`config.mk`:
```
export PLATFORM = sky130hd
export DESIGN_NAME = nearest_segment_box_hit
export DESIGN_NICKNAME = d
export VERILOG_FILES = /design/src/rtl/nsbh_pkg.sv /design/src/rtl/nsbh_div.sv /design/src/rtl/nearest_segment_box_hit.sv
export SDC_FILE = /design/constraint.sdc
export NUM_CORES = 2
export LEC_CHECK = 0
export BUFFER_PORTS_ARGS = -buffer_cell sky130_fd_sc_hd__buf_2
export CORE_ASPECT_RATIO = 1.2
export CORE_MARGIN = 5
export CORE_UTILIZATION = 55
export CTS_CLUSTER_DIAMETER = 30
export DETAILED_ROUTE_END_ITERATION = 12
export GPL_TIMING_DRIVEN = 0
export PLACE_DENSITY = 0.73
export SYNTH_ARGS = -nofsm -noshare
export SYNTH_HDL_FRONTEND = slang
export SYNTH_SLANG_ARGS = --single-unit
```
`constraint.sdc`:
```
create_clock -name aclk -period 12.7 [get_ports aclk]
set_input_delay 2.54 -clock aclk [delete_from_list [all_inputs] [get_ports aclk]]
set_output_delay 2.54 -clock aclk [all_outputs]
set_load 0.1 [all_outputs]
```
`src/rtl/nsbh_pkg.sv`:
```
// Package for the nearest segment/box hit block: sequencer states and field widths.
// No dependencies.
package nsbh_pkg;
    localparam int COORD_W = 24;
    localparam int SIZE_W  = 23;
    localparam int IDX_W   = 4;

    typedef enum logic [2:0] {
        ST_IDLE,
        ST_EDGE,
        ST_DIV,
        ST_PT,
        ST_MUL,
        ST_UPD
    } nsbh_state_t;

    // request from sequencer to the divider
    typedef struct packed {
        logic start;
        logic neg;
    } nsbh_div_ctl_t;
endpackage

```
`src/rtl/nsbh_div.sv`:
```
// Restoring bit-serial divider: one quotient bit per cycle, floor semantics.
// Depends on nsbh_pkg.
module nsbh_div
    import nsbh_pkg::*;
#(
    parameter int NW = 48,
    parameter int DW = 26
) (
    input  logic                 aclk,
    input  logic                 aresetn,
    input  nsbh_div_ctl_t        ctl,
    input  logic [NW-1:0]        num,     // magnitude of dividend
    input  logic [DW-1:0]        den,     // positive divisor
    output logic                 done,
    output logic [NW-1:0]        quo,     // floor quotient magnitude
    output logic                 rem_nz
);
    localparam int CW = $clog2(NW + 1);
    logic [NW-1:0] q_reg;
    logic [DW:0]   r_reg;
    logic [DW-1:0] d_reg;
    logic [CW-1:0] cnt_reg;
    logic          busy_reg;
    logic [DW:0]   r_sh;
    logic [DW+1:0] r_sub;

    assign r_sh  = {r_reg[DW-1:0], q_reg[NW-1]};
    assign r_sub = {1'b0, r_sh} - {2'b0, d_reg};

    // shift-subtract loop
    always_ff @(posedge aclk) begin
        if (!aresetn) begin
            busy_reg <= 1'b0;
            cnt_reg  <= '0;
        end else if (ctl.start) begin
            busy_reg <= 1'b1;
            cnt_reg  <= CW'(NW);
            q_reg    <= num;
            r_reg    <= '0;
            d_reg    <= den;
        end else if (busy_reg) begin
            if (!r_sub[DW+1]) begin
                r_reg <= r_sub[DW:0];
                q_reg <= {q_reg[NW-2:0], 1'b1};
            end else begin
                r_reg <= r_sh;
                q_reg <= {q_reg[NW-2:0], 1'b0};
            end
            cnt_reg <= cnt_reg - 1'b1;
            if (cnt_reg == CW'(1)) busy_reg <= 1'b0;
        end
    end
    assign done   = busy_reg && cnt_reg == '0 ? 1'b0 : (!busy_reg);
    assign quo    = q_reg;
    assign rem_nz = |r_reg;
endmodule

```
`src/rtl/nearest_segment_box_hit.sv`:
```
// Per request: a test per box edge, each a serial divide unless the segment is parallel to
// the edge, then a set-up step, two serial multiplies and an update; a failed test skips
// the rest. One request is taken at a time, only in idle; an inactive box skips to update.
// A result waits in the output register while the next run is processed; only the update
// of the next last box stalls on it. Reset: aresetn synchronous active low clears run state.
// Depends on nsbh_pkg and nsbh_div.
module nearest_segment_box_hit
    import nsbh_pkg::*;
#(
    parameter int MAX_BOXES   = 16,
    parameter int T_FRAC_BITS = 16
) (
    input  logic         aclk,
    input  logic         aresetn,
    input  logic         s_tvalid,
    output logic         s_tready,
    // seg_start_x, seg_start_y, seg_end_x, seg_end_y, box_left, box_top, box_width,
    // box_height, box_active (bits 0..190), zero pad to 192
    input  logic [191:0] s_tdata,
    input  logic         s_tlast,     // last_box
    output logic         m_tvalid,
    input  logic         m_tready,
    // any_hit, hit_index, hit_x, hit_y, hit_t (bits 0..69), zero pad to 72
    output logic [71:0]  m_tdata
);
    localparam int TW  = T_FRAC_BITS + 1;
    localparam int NW  = 27 + T_FRAC_BITS;     // |q|*ONE magnitude
    localparam int DW  = 26;
    localparam int PW  = 26 + TW;              // product width
    localparam logic [TW-1:0] T_ONE = TW'(1) << T_FRAC_BITS;
    localparam int CNT_W = (MAX_BOXES > 1) ? $clog2(MAX_BOXES) : 1;
    localparam logic [CNT_W-1:0] IDX_TOP = CNT_W'(MAX_BOXES - 1);
    localparam int MCW = $clog2(TW + 1);

    nsbh_state_t st_reg, st_next;
    logic signed [25:0] ax_reg, ay_reg, dx_reg, dy_reg;
    logic signed [25:0] left_reg, top_reg, right_reg, bot_reg;
    logic act_reg, last_reg;
    logic [1:0] edge_reg;
    logic signed [TW+1:0] t0_reg, t1_reg;   // range -1 .. ONE+1
    logic ok_reg, pneg_reg;
    logic axis_reg;
    logic [TW-1:0]  best_t_reg;
    logic signed [23:0] best_x_reg, best_y_reg, px_reg;
    logic [IDX_W-1:0] best_idx_reg;
    logic [CNT_W-1:0] cnt_reg, idx_reg;
    logic found_reg;
    logic [71:0] out_reg;
    logic ovalid_reg;
    // serial multiplier
    logic signed [PW:0] acc_reg;
    logic [TW-1:0] mq_reg;
    logic [MCW-1:0] mc_reg;

    // current edge terms
    logic signed [25:0] p_cur, q_cur;
    always_comb begin
        case (edge_reg)
            2'd0: begin p_cur = -dx_reg; q_cur = ax_reg - left_reg; end
            2'd1: begin p_cur = dx_reg;  q_cur = right_reg - ax_reg; end
            2'd2: begin p_cur = -dy_reg; q_cur = ay_reg - top_reg; end
            default: begin p_cur = dy_reg; q_cur = bot_reg - ay_reg; end
        endcase
    end

    // sign moved onto positive divisor
    logic signed [26:0] qn;
    logic [DW-1:0] pmag;
    logic neg_num;
    assign qn      = p_cur[25] ? -{q_cur[25], q_cur} : {q_cur[25], q_cur};
    assign pmag    = p_cur[25] ? DW'(-p_cur) : DW'(p_cur);
    assign neg_num = qn[26];
    logic [26:0] qmag;
    assign qmag = neg_num ? 27'(-qn) : 27'(qn);

    nsbh_div_ctl_t dctl;
    logic div_done, rem_nz;
    logic [NW-1:0] quo;
    logic [NW-1:0] dnum;
    assign dnum = {qmag, {T_FRAC_BITS{1'b0}}};
    assign dctl.start = (st_reg == ST_EDGE) && (p_cur != '0);
    assign dctl.neg   = neg_num;

    nsbh_div #(.NW(NW), .DW(DW)) u_div (
        .aclk(aclk), .aresetn(aresetn), .ctl(dctl), .num(dnum), .den(pmag),
        .done(div_done), .quo(quo), .rem_nz(rem_nz));

    // saturated signed quotient
    logic neg_reg_q;
    logic signed [TW+1:0] tq;
    always_comb begin
        if (neg_reg_q) tq = (quo != '0 || rem_nz) ? -(TW+2)'(1) : '0;
        else if (quo > NW'(T_ONE) + NW'(1)) tq = (TW+2)'(T_ONE) + 1'b1;
        else tq = (TW+2)'(quo);
    end
    always_ff @(posedge aclk) if (dctl.start) neg_reg_q <= dctl.neg;

    logic div_wait_reg;
    logic ok_edge;
    logic signed [TW+1:0] t0_n, t1_n;
    always_comb begin
        ok_edge = 1'b1; t0_n = t0_reg; t1_n = t1_reg;
        if (pneg_reg) begin
            if (tq > t1_reg) ok_edge = 1'b0;
            else if (tq > t0_reg) t0_n = tq;
        end else begin
            if (tq < t0_reg) ok_edge = 1'b0;
            else if (tq < t1_reg) t1_n = tq;
        end
    end

    logic s_fire, m_fire;
    logic upd_go;
    assign s_tready = (st_reg == ST_IDLE);
    assign s_fire = s_tvalid && s_tready;
    assign m_fire = ovalid_reg && m_tready;
    assign m_tvalid = ovalid_reg;
    assign m_tdata  = out_reg;
    // a last box waits in update until the output register is free
    assign upd_go = !last_reg || !ovalid_reg || m_tready;

    always_comb begin
        st_next = st_reg;
        case (st_reg)
            ST_IDLE: if (s_fire) st_next = s_tdata[190] ? ST_EDGE : ST_UPD;
            ST_EDGE: st_next = (p_cur != '0) ? ST_DIV :
                ((q_cur[25] || edge_reg == 2'd3) ? ST_PT : ST_EDGE);
            ST_DIV:  if (div_wait_reg && div_done)
                st_next = (!ok_edge || edge_reg == 2'd3) ? ST_PT : ST_EDGE;
            ST_PT:   st_next = ok_reg ? ST_MUL : ST_UPD;
            ST_MUL:  if (mc_reg == '0 && axis_reg) st_next = ST_UPD;
            ST_UPD:  if (upd_go) st_next = ST_IDLE;
            default: st_next = ST_IDLE;
        endcase
    end

    // entry point rounding
    logic signed [PW:0] rnd;
    logic signed [PW:0] shf;
    logic signed [PW+1:0] pt;
    assign rnd = acc_reg + (PW+1)'(T_ONE >> 1);
    assign shf = rnd >>> T_FRAC_BITS;
    assign pt  = (PW+2)'(axis_reg ? ay_reg : ax_reg) + (PW+2)'(shf);
    logic signed [23:0] pt_sat;
    assign pt_sat = (pt > (PW+2)'(8388607)) ? 24'sh7FFFFF :
                    (pt < -(PW+2)'(8388608)) ? 24'sh800000 : pt[23:0];

    logic better;
    assign better = ok_reg && act_reg && (!found_reg || TW'(t0_reg) < best_t_reg);

    always_ff @(posedge aclk) begin
        if (!aresetn) begin
            st_reg <= ST_IDLE; ovalid_reg <= 1'b0; found_reg <= 1'b0;
            cnt_reg <= '0; best_t_reg <= T_ONE + 1'b1; div_wait_reg <= 1'b0;
            best_x_reg <= '0; best_y_reg <= '0; best_idx_reg <= '0;
        end else begin
            st_reg <= st_next;
            if (st_reg == ST_UPD && last_reg && upd_go) ovalid_reg <= 1'b1;
            else if (m_fire) ovalid_reg <= 1'b0;
            div_wait_reg <= dctl.start ? 1'b1 : (div_done ? 1'b0 : div_wait_reg);
            case (st_reg)
                ST_IDLE: if (s_fire) begin
                    ax_reg <= 26'($signed(s_tdata[23:0]));
                    ay_reg <= 26'($signed(s_tdata[47:24]));
                    dx_reg <= 26'($signed(s_tdata[71:48])) - 26'($signed(s_tdata[23:0]));
                    dy_reg <= 26'($signed(s_tdata[95:72])) - 26'($signed(s_tdata[47:24]));
                    left_reg  <= 26'($signed(s_tdata[119:96]));
                    top_reg   <= 26'($signed(s_tdata[143:120]));
                    right_reg <= 26'($signed(s_tdata[119:96])) + 26'(s_tdata[166:144]);
                    bot_reg   <= 26'($signed(s_tdata[143:120])) + 26'(s_tdata[189:167] & 23'h7FFFFF);
                    act_reg <= s_tdata[190]; last_reg <= s_tlast;
                    edge_reg <= 2'd0; ok_reg <= 1'b1;
                    t0_reg <= '0; t1_reg <= (TW+2)'(T_ONE);
                    idx_reg <= cnt_reg;
                    if (cnt_reg < IDX_TOP) cnt_reg <= cnt_reg + 1'b1;
                end
                ST_EDGE: begin
                    pneg_reg <= p_cur[25];
                    if (p_cur == '0) begin
                        if (q_cur[25]) ok_reg <= 1'b0;
                        edge_reg <= edge_reg + 1'b1;
                    end
                end
                ST_DIV: if (div_wait_reg && div_done) begin
                    ok_reg <= ok_edge; t0_reg <= t0_n; t1_reg <= t1_n;
                    edge_reg <= edge_reg + 1'b1;
                end
                ST_PT: begin
                    axis_reg <= 1'b0; acc_reg <= '0;
                    mq_reg <= TW'(t0_reg); mc_reg <= MCW'(TW);
                end
                ST_MUL: begin
                    if (mc_reg != '0) begin
                        acc_reg <= (acc_reg <<< 1) + (mq_reg[TW-1] ?
                            (PW+1)'(axis_reg ? dy_reg : dx_reg) : '0);
                        mq_reg <= mq_reg << 1;
                        mc_reg <= mc_reg - 1'b1;
                    end else if (!axis_reg) begin
                        px_reg <= pt_sat; axis_reg <= 1'b1; acc_reg <= '0;
                        mq_reg <= TW'(t0_reg); mc_reg <= MCW'(TW);
                    end
                end
                ST_UPD: if (upd_go) begin
                    logic [IDX_W-1:0] bi;
                    logic [TW-1:0] bt;
                    logic signed [23:0] bx, by;
                    logic bf;
                    bi = best_idx_reg; bt = best_t_reg; bx = best_x_reg;
                    by = best_y_reg; bf = found_reg;
                    if (better) begin
                        bi = IDX_W'(idx_reg); bt = TW'(t0_reg); bx = px_reg; by = pt_sat;
                        bf = 1'b1;
                    end
                    if (last_reg) begin
                        out_reg <= bf ? {2'b0, 17'(bt), by, bx, bi, 1'b1} : '0;
                        found_reg <= 1'b0; cnt_reg <= '0; best_t_reg <= T_ONE + 1'b1;
                        best_idx_reg <= '0; best_x_reg <= '0; best_y_reg <= '0;
                    end else begin
                        best_idx_reg <= bi; best_t_reg <= bt; best_x_reg <= bx;
                        best_y_reg <= by; found_reg <= bf;
                    end
                end
                default: ;
            endcase
        end
    end

`ifndef SYNTH
    a_ready_idle: assert property (@(posedge aclk) disable iff (!aresetn)
        s_tready |-> st_reg == ST_IDLE) else $error("ready outside idle");
    a_t_order: assert property (@(posedge aclk) disable iff (!aresetn)
        st_reg == ST_PT && ok_reg |-> t0_reg <= t1_reg) else $error("t0 above t1");
    a_cnt_top: assert property (@(posedge aclk) disable iff (!aresetn)
        cnt_reg <= IDX_TOP) else $error("counter past top");
    a_out_hold: assert property (@(posedge aclk) disable iff (!aresetn)
        m_tvalid && !m_tready |=> m_tvalid && $stable(m_tdata))
        else $error("result changed while waiting");
`endif
endmodule
```
* Word-level counts from Yosys, hierarchy flattened
Index checks and enable logic that the tools add are counted.
Cells by class: reductions and logical operators 53, bitwise operators 3, mux-type cells 92, div/mod/pow operators 0, multipliers 0, add/sub/neg operators 21, eq/ne operators 25, shift operators 0, $lt $le $gt $ge 9
Operators by type and width (count):
- two-way mux 19 bit | 13
- two-way mux 44 bit | 4
- case mux 26 bit (3 select lines) | 2
- two-way mux 24 bit | 6
- two-way mux 27 bit | 4
- subtractor 24 x 24 -> 25 bit | 4
- case mux 44 bit (2 select lines) | 1
- two-way mux 43 bit | 2
- negation 26 bit | 3
- case mux 19 bit (2 select lines) | 2
- two-way mux 17 bit | 4
- negation 27 bit | 2
- subtractor 26 x 24 -> 26 bit | 2
- adder 24 x 24 -> 25 bit | 2
- adder 45 x 28 -> 45 bit | 1
- > comparator 45 x 24 -> 1 bit (second input constant) | 1
- less-than comparator 45 x 24 -> 1 bit (second input constant) | 1
- two-way mux 45 bit | 1
- adder 44 x 16 -> 44 bit (second input constant) | 1
- adder 44 bit | 1
- > comparator 43 x 17 -> 1 bit (second input constant) | 1
- nonzero test 43 bit | 1
- > comparator 19 bit | 2
- less-than comparator 19 bit | 2
- other kinds (51) | 140
Word-level totals: bits in writable memories 0, bits in read-only memories 0, memories 0, input bits 197, output and inout port bits 74, flip-flop bits (word level) 594, bits in latches 0, logic and storage cells 244

* Logic depth before layout (Yosys ltp)
depth after elaboration 12, depth in mapped cells 24, gate-level depth less buffers 23

* Hierarchy
A second synthesis with hierarchy kept.
Unflattened totals: cells, all modules 4614, area, all modules 42757.3 um^2
Modules (own cells, without submodules):
- nearest_segment_box_hit | area an instance 37106.8 um^2, cells an instance 4136, seq. area each 13773.2 um^2, instances 1
- nsbh_div | area an instance 5650.4 um^2, cells an instance 478, seq. area each 3022.9 um^2, instances 1

* Least setup slack after synthesis
Ideal clock, no wire load.
kind input port to flip-flop, start point in aresetn, end point reg act_reg, enable pin, path slack 4560 ps, buffers on the path 1, required time 12111 ps, setup time 589 ps, stages on the path 2, data arrival time 7551 ps, cell sequence clkbuf_1 and3_1
On the way: word-level cells in the longest chain between the ends 1
Ends and longest elaborated chain:
- from (decl) | RTL line nearest_segment_box_hit.sv:14 | input logic aresetn,
- AND reduction 3 bit (no source line)
- to (signal assigned) | RTL line nearest_segment_box_hit.sv:171 | act_reg <= s_tdata[190]; last_reg <= s_tlast;
- to (decl) | RTL line nearest_segment_box_hit.sv:38 | logic act_reg, last_reg;
No other way between the ends. A chain may end at the register's enable or synchronous reset.

* Worst setup path in the final report
start point reg edge_reg[1], end point reg u_div.q_reg[11] (netlist: u_div.quo[11]), enable pin
On the way: word-level cells in the longest chain between the ends 6, elaborated cells between the ends (all ways) 8, those cells by class eq/ne: 2; mux: 1; reduce/logical: 5
Ends and longest elaborated chain:
- from (decl) | RTL line nearest_segment_box_hit.sv:39 | logic [1:0] edge_reg;
- from (signal assigned) | RTL line nearest_segment_box_hit.sv:181 | edge_reg <= edge_reg + 1'b1;
- from (signal assigned) | RTL line nearest_segment_box_hit.sv:186 | edge_reg <= edge_reg + 1'b1;
- == test 2 bit, or another cell as far along | RTL line nearest_segment_box_hit.sv:58 | case (edge_reg)
- case mux 26 bit (3 select lines) * | RTL line nearest_segment_box_hit.sv:58
- net p_cur[0] | RTL line nearest_segment_box_hit.sv:56 | logic signed [25:0] p_cur, q_cur;
- nonzero test 26 bit * | RTL line nearest_segment_box_hit.sv:81 | assign dctl.start = (st_reg == ST_EDGE) && (p_cur != '0);
- logical AND 1 bit * | RTL line nearest_segment_box_hit.sv:81
- nonzero test 2 bit (no source line) *
- AND reduction 2 bit (no source line) *
- to (signal assigned) | RTL line nsbh_div.sv:38 | q_reg <= num;
- to (signal assigned) | RTL line nsbh_div.sv:44 | q_reg <= {q_reg[NW-2:0], 1'b1};
- to (signal assigned) | RTL line nsbh_div.sv:47 | q_reg <= {q_reg[NW-2:0], 1'b0};
- to (decl) | RTL line nsbh_div.sv:19 | logic [NW-1:0] q_reg;
The timed path passes the listed nets; every way through them passes the cells marked *.

==> PnR_summary.wiki <==
{| class="wikitable"
! Metric !! Value
|-
| Cell depth of the worst min-delay path || 1
|-
| Unique masters post-synth || 105
|-
| Number of global-route vias before repair || roughly 37000
|-
| Power share of the sequential group || 26.2%
|-
| Outcome || completed
|-
| Flop and latch count out of synthesis || 588
|-
| Setup repair after global routing missed its margin || no
|-
| Worst min-delay path endpoint || best_y_reg[5]$_SDFFE_PN0P_
|-
| Non-filler instance count after layout || 6158
|-
| Internal Dissipation || 6.54 mW
|-
| Depth of the CTS H-tree || 3
|-
| Asr flop ratio synth || 0%
|-
| IR Drop Worst-Case VDD || 0.000128 V
|-
| Total number of vias || 37800
|-
| Gr usage total || 30.9%
|-
| Synthesis warning total || 0
|-
| Sequential cell area fraction in the yosys report || about two fifths
|-
| Worst reg2reg endpoint || u_div.quo[11]$_SDFFCE_PP0P_
|-
| Post-route standard cell area excluding fillers || 0.0498 mm^2
|-
| Ranking of synthesized cells by area || sky130_fd_sc_hd__edfxtp_1 35%, sky130_fd_sc_hd__ha_1 10%, sky130_fd_sc_hd__dfxtp_1 4.0%
|-
| Detailed-routing iteration count for the pre-antenna-repair pass || 7
|-
| Maximum number of pins on one net before global-route repair || 75
|-
| Ant. Diodes || 0
|-
| Wire length per cell || about 22 um
|-
| Type of the worst setup path || reg2reg
|-
| Final WL || between 100000 and 150000 um
|-
| Startpoint type of the worst setup path || flop
|-
| Syn Area/Cell || 9.25 um^2
|-
| Buffers inserted during post-CTS setup optimization || 0
|-
| Startpoint of the lowest-slack hold path || best_y_reg[5]$_SDFFE_PN0P_
|-
| Max-slew violations || 0
|-
| Post-cts hold buffer count || 0
|-
| GP Congestion || 1.03
|-
| Port Buffer Count || approximately 270
|-
| Fraction of post-synthesis cell area in the top cell type by area || 35.1%
|-
| Power per unit of standard cell area || 226 mW/mm^2
|-
| Post-Place Worst Slack || 4390 ps
|-
| Actual slew at the worst max-slew pin || 1250 ps
|-
| Arrival time of data at the critical path endpoint || 8850 ps
|-
| Static Leak || 20.7 nW
|-
| Maximum root-to-sink buffer count || 3
|-
| Total count of hold-check failures in the final report || 0
|-
| Wire length of the first global-routing pass || 204000 um
|-
| Max Cap Viol || 0
|-
| Net count reported at finish || ~5600
|-
| Instance area after placement || approximately 0.046 mm^2
|-
| Clock-pin transition on the worst setup and hold timing paths || 60 ps
|-
| Layout cells sized above 1 || about 11%
|-
| Endpoints failing setup || 0
|-
| Worst-case reg-to-reg path depth || 19
|-
| Most used flip-flop cell after synthesis || sky130_fd_sc_hd__edfxtp_1
|-
| Sum of overflow across all layers after global routing || 0
|-
| Mapped cell area || ~0.043 mm^2
|-
| Layout overhead on the synthesized area || 15.8%
|-
| Net Sw Frac || 41.8%
|-
| Kind of path behind the tightest hold check || reg2reg
|-
| Clock tree from TritonCTS || built
|-
| Num ports || 271
|-
| Gate Count Post-Synth || ~4600
|-
| Resized Gates After CTS || 0
|-
| Achievable Freq || roughly 120 MHz
|-
| Combinational group share of total power || 46.5%
|-
| Critical path capture point type || flop
|-
| Relative contribution of the clock network to total power || 27.4%
|-
| Worst setup skew after layout || 35.7 ps
|-
| Overall die height || 316 um
|-
| Initial cell density of the core || 55.4%
|-
| Horiz. Die Dim || 265 um
|-
| Later-pin clock latency in the skew report || between 600 and 700 ps
|-
| Number of violations reported at the end of detailed-routing iteration 0 || a little over 3000
|-
| Number of enable-type register cells in the synthesized netlist || approximately 500
|-
| Placeable Area || 0.0776 mm^2
|-
| Area of the die || 0.0839 mm^2
|-
| Clock period minus final worst setup slack || 8560 ps
|-
| Largest fanout on the critical path || 70
|-
| Initial antenna violation count || 0
|-
| Num rows || 112
|-
| Placed instance count || 5953
|-
| Setup slack of the critical path after layout || 4140 ps
|-
| Area leader, netlist || sky130_fd_sc_hd__edfxtp_1
|-
| Via density per instance || 6.14
|-
| Max FFs per register || 70
|-
| Power dissipated by switching net loads || 4.71 mW
|-
| DRC violation count after routing || 0
|-
| Final clock period utilization by the worst path || 67.4%
|-
| CTS buffer count || 107
|-
| Library cell used as clock root buffer || sky130_fd_sc_hd__clkbuf_16
|-
| Post-route core utilization || between 60% and 70%
|-
| Required time of the critical path || 12980 ps
|-
| Post-detailed-route count of antenna-violating nets || 0
|-
| Relative max-transition margin || approximately 16%
|-
| Overall power || around 11 mW
|-
| Half-perimeter wire length after placement || 106000 um
|-
| Clock sinks || about 600
|-
| Internal reg-to-reg setup slack || ~4100 ps
|-
| Worst hold slack across all endpoints || 479 ps
|-
| Final TNS setup || 0 ps
|-
| Worst R2R Start || edge_reg[1]$_SDFFCE_PN0P_
|}
==> power by group through the flow <==
| stage | logic [mW] | clock network, mW | registers (mW) |
|---|---|---|---|
| finish | 5.23 | 3.08 | 2.94 |
| CTS | 5.12 | 3.10 | 2.93 |
| floorplan | 3.68 | 0 | 2.93 |
| global placement | 4.93 | 0 | 3.02 |
| detailed placement | 5.07 | 0 | 2.97 |
| global route | 5.66 | 3.20 | 2.96 |
==> synthesized netlist by cell type (all sizes together), types with 18 or more instances <==
cell	n
a31oi	52
nor2	431
clkbuf	120
o21ai	285
nor4	41
buf	47
xnor2	176
o22ai	20
a22oi	48
nand2b	54
a21oi	260
nand4	40
mux2i	91
a22o	30
a211oi	48
and2	68
o21bai	18
nor2b	79
a21boi	28
xor2	100
or3	38
inv	397
a21o	103
dfxtp	86
o31a	24
a311oi	27
ha	356
nand2	347
and3	45
o31ai	30
nand3	93
edfxtp	502
o21a	76
nor3	116
or2	27
o211ai	52
==> layout by cell type, fill, tap and decap left out, types with 114 or more instances in the layout <==
| cell type | n |
|---|---|
| sky130_fd_sc_hd__ha_1 | 356 |
| sky130_fd_sc_hd__o21ai_0 | 246 |
| sky130_fd_sc_hd__nand2_1 | 346 |
| sky130_fd_sc_hd__nor2_1 | 428 |
| sky130_fd_sc_hd__xnor2_1 | 176 |
| sky130_fd_sc_hd__nor3_1 | 114 |
| sky130_fd_sc_hd__edfxtp_1 | 502 |
| sky130_fd_sc_hd__clkbuf_1 | 121 |
| sky130_fd_sc_hd__inv_1 | 395 |
| sky130_fd_sc_hd__a21oi_1 | 258 |
| sky130_fd_sc_hd__buf_2 | 283 |
==> cells by family after synthesis <==
group	synth area share (%)
buf+inv	5.07
other cells	0.00872
compound gates	20.3
simple gates	16.5
flops	39.1
fa+ha+maj	10.9
mux	2.55
xor+xnor	5.62
==> critical path, cell delays in order, from the launching register on <==
cell and delay, ps:
sky130_fd_sc_hd__edfxtp_1 390, sky130_fd_sc_hd__ha_1 190, sky130_fd_sc_hd__clkbuf_1 490, sky130_fd_sc_hd__clkbuf_1 520, sky130_fd_sc_hd__buf_1 670, sky130_fd_sc_hd__buf_2 400
sky130_fd_sc_hd__buf_1 640, sky130_fd_sc_hd__clkbuf_1 590, sky130_fd_sc_hd__o31ai_1 230, sky130_fd_sc_hd__inv_1 130, sky130_fd_sc_hd__ha_1 180, sky130_fd_sc_hd__nand2_1 70
sky130_fd_sc_hd__nor4_1 510, sky130_fd_sc_hd__nor3b_1 650, sky130_fd_sc_hd__nand2b_1 210, sky130_fd_sc_hd__nor3b_2 360, sky130_fd_sc_hd__nand4b_1 400, sky130_fd_sc_hd__and2_1 270
sky130_fd_sc_hd__clkbuf_2 500, sky130_fd_sc_hd__a21o_4 650
==> final cells by class <==
cell class                 instances  area (um^2)
clock buffer                     111         2740
fill                            6436        27800
timing repair buffer             279         1560
clock inverter                    93         1190
tap                             1026         1280
multi-input combinational       3495        24100
inverter                         399         1500
sequential                       588        16800
buffer                           167          682
==> per-layer routing <==
layer	GRT usage (%)	wire [um]	part of all wire, %	up-vias
li1	-	-	-	18000
met1	34.8	49800	37	17800
met2	54.7	65900	49	1589
met3	4.37	9130	6.8	459
met4	20.4	10000	7.4	0
met5	0	0	0	-
==> worst max-delay path by stage <==
stage                     slack (ps)                       from                            end
final                           4140  edge_reg[1]$_SDFFCE_PN0P_    u_div.quo[11]$_SDFFCE_PP0P_
after global routing            3930  edge_reg[1]$_SDFFCE_PN0P_  u_div.r_reg[14]$_SDFFCE_PP0P_
after CTS                       4340  edge_reg[1]$_SDFFCE_PN0P_  u_div.r_reg[14]$_SDFFCE_PP0P_
after detailed placement        4390  edge_reg[0]$_SDFFCE_PN0P_  u_div.r_reg[17]$_SDFFCE_PP0P_
after global placement          2210                    aresetn           ay_reg[23]$_DFFE_PP_
after floorplan                 4560                    aresetn              act_reg$_DFFE_PP_
(Power assumes the default switching activity.)
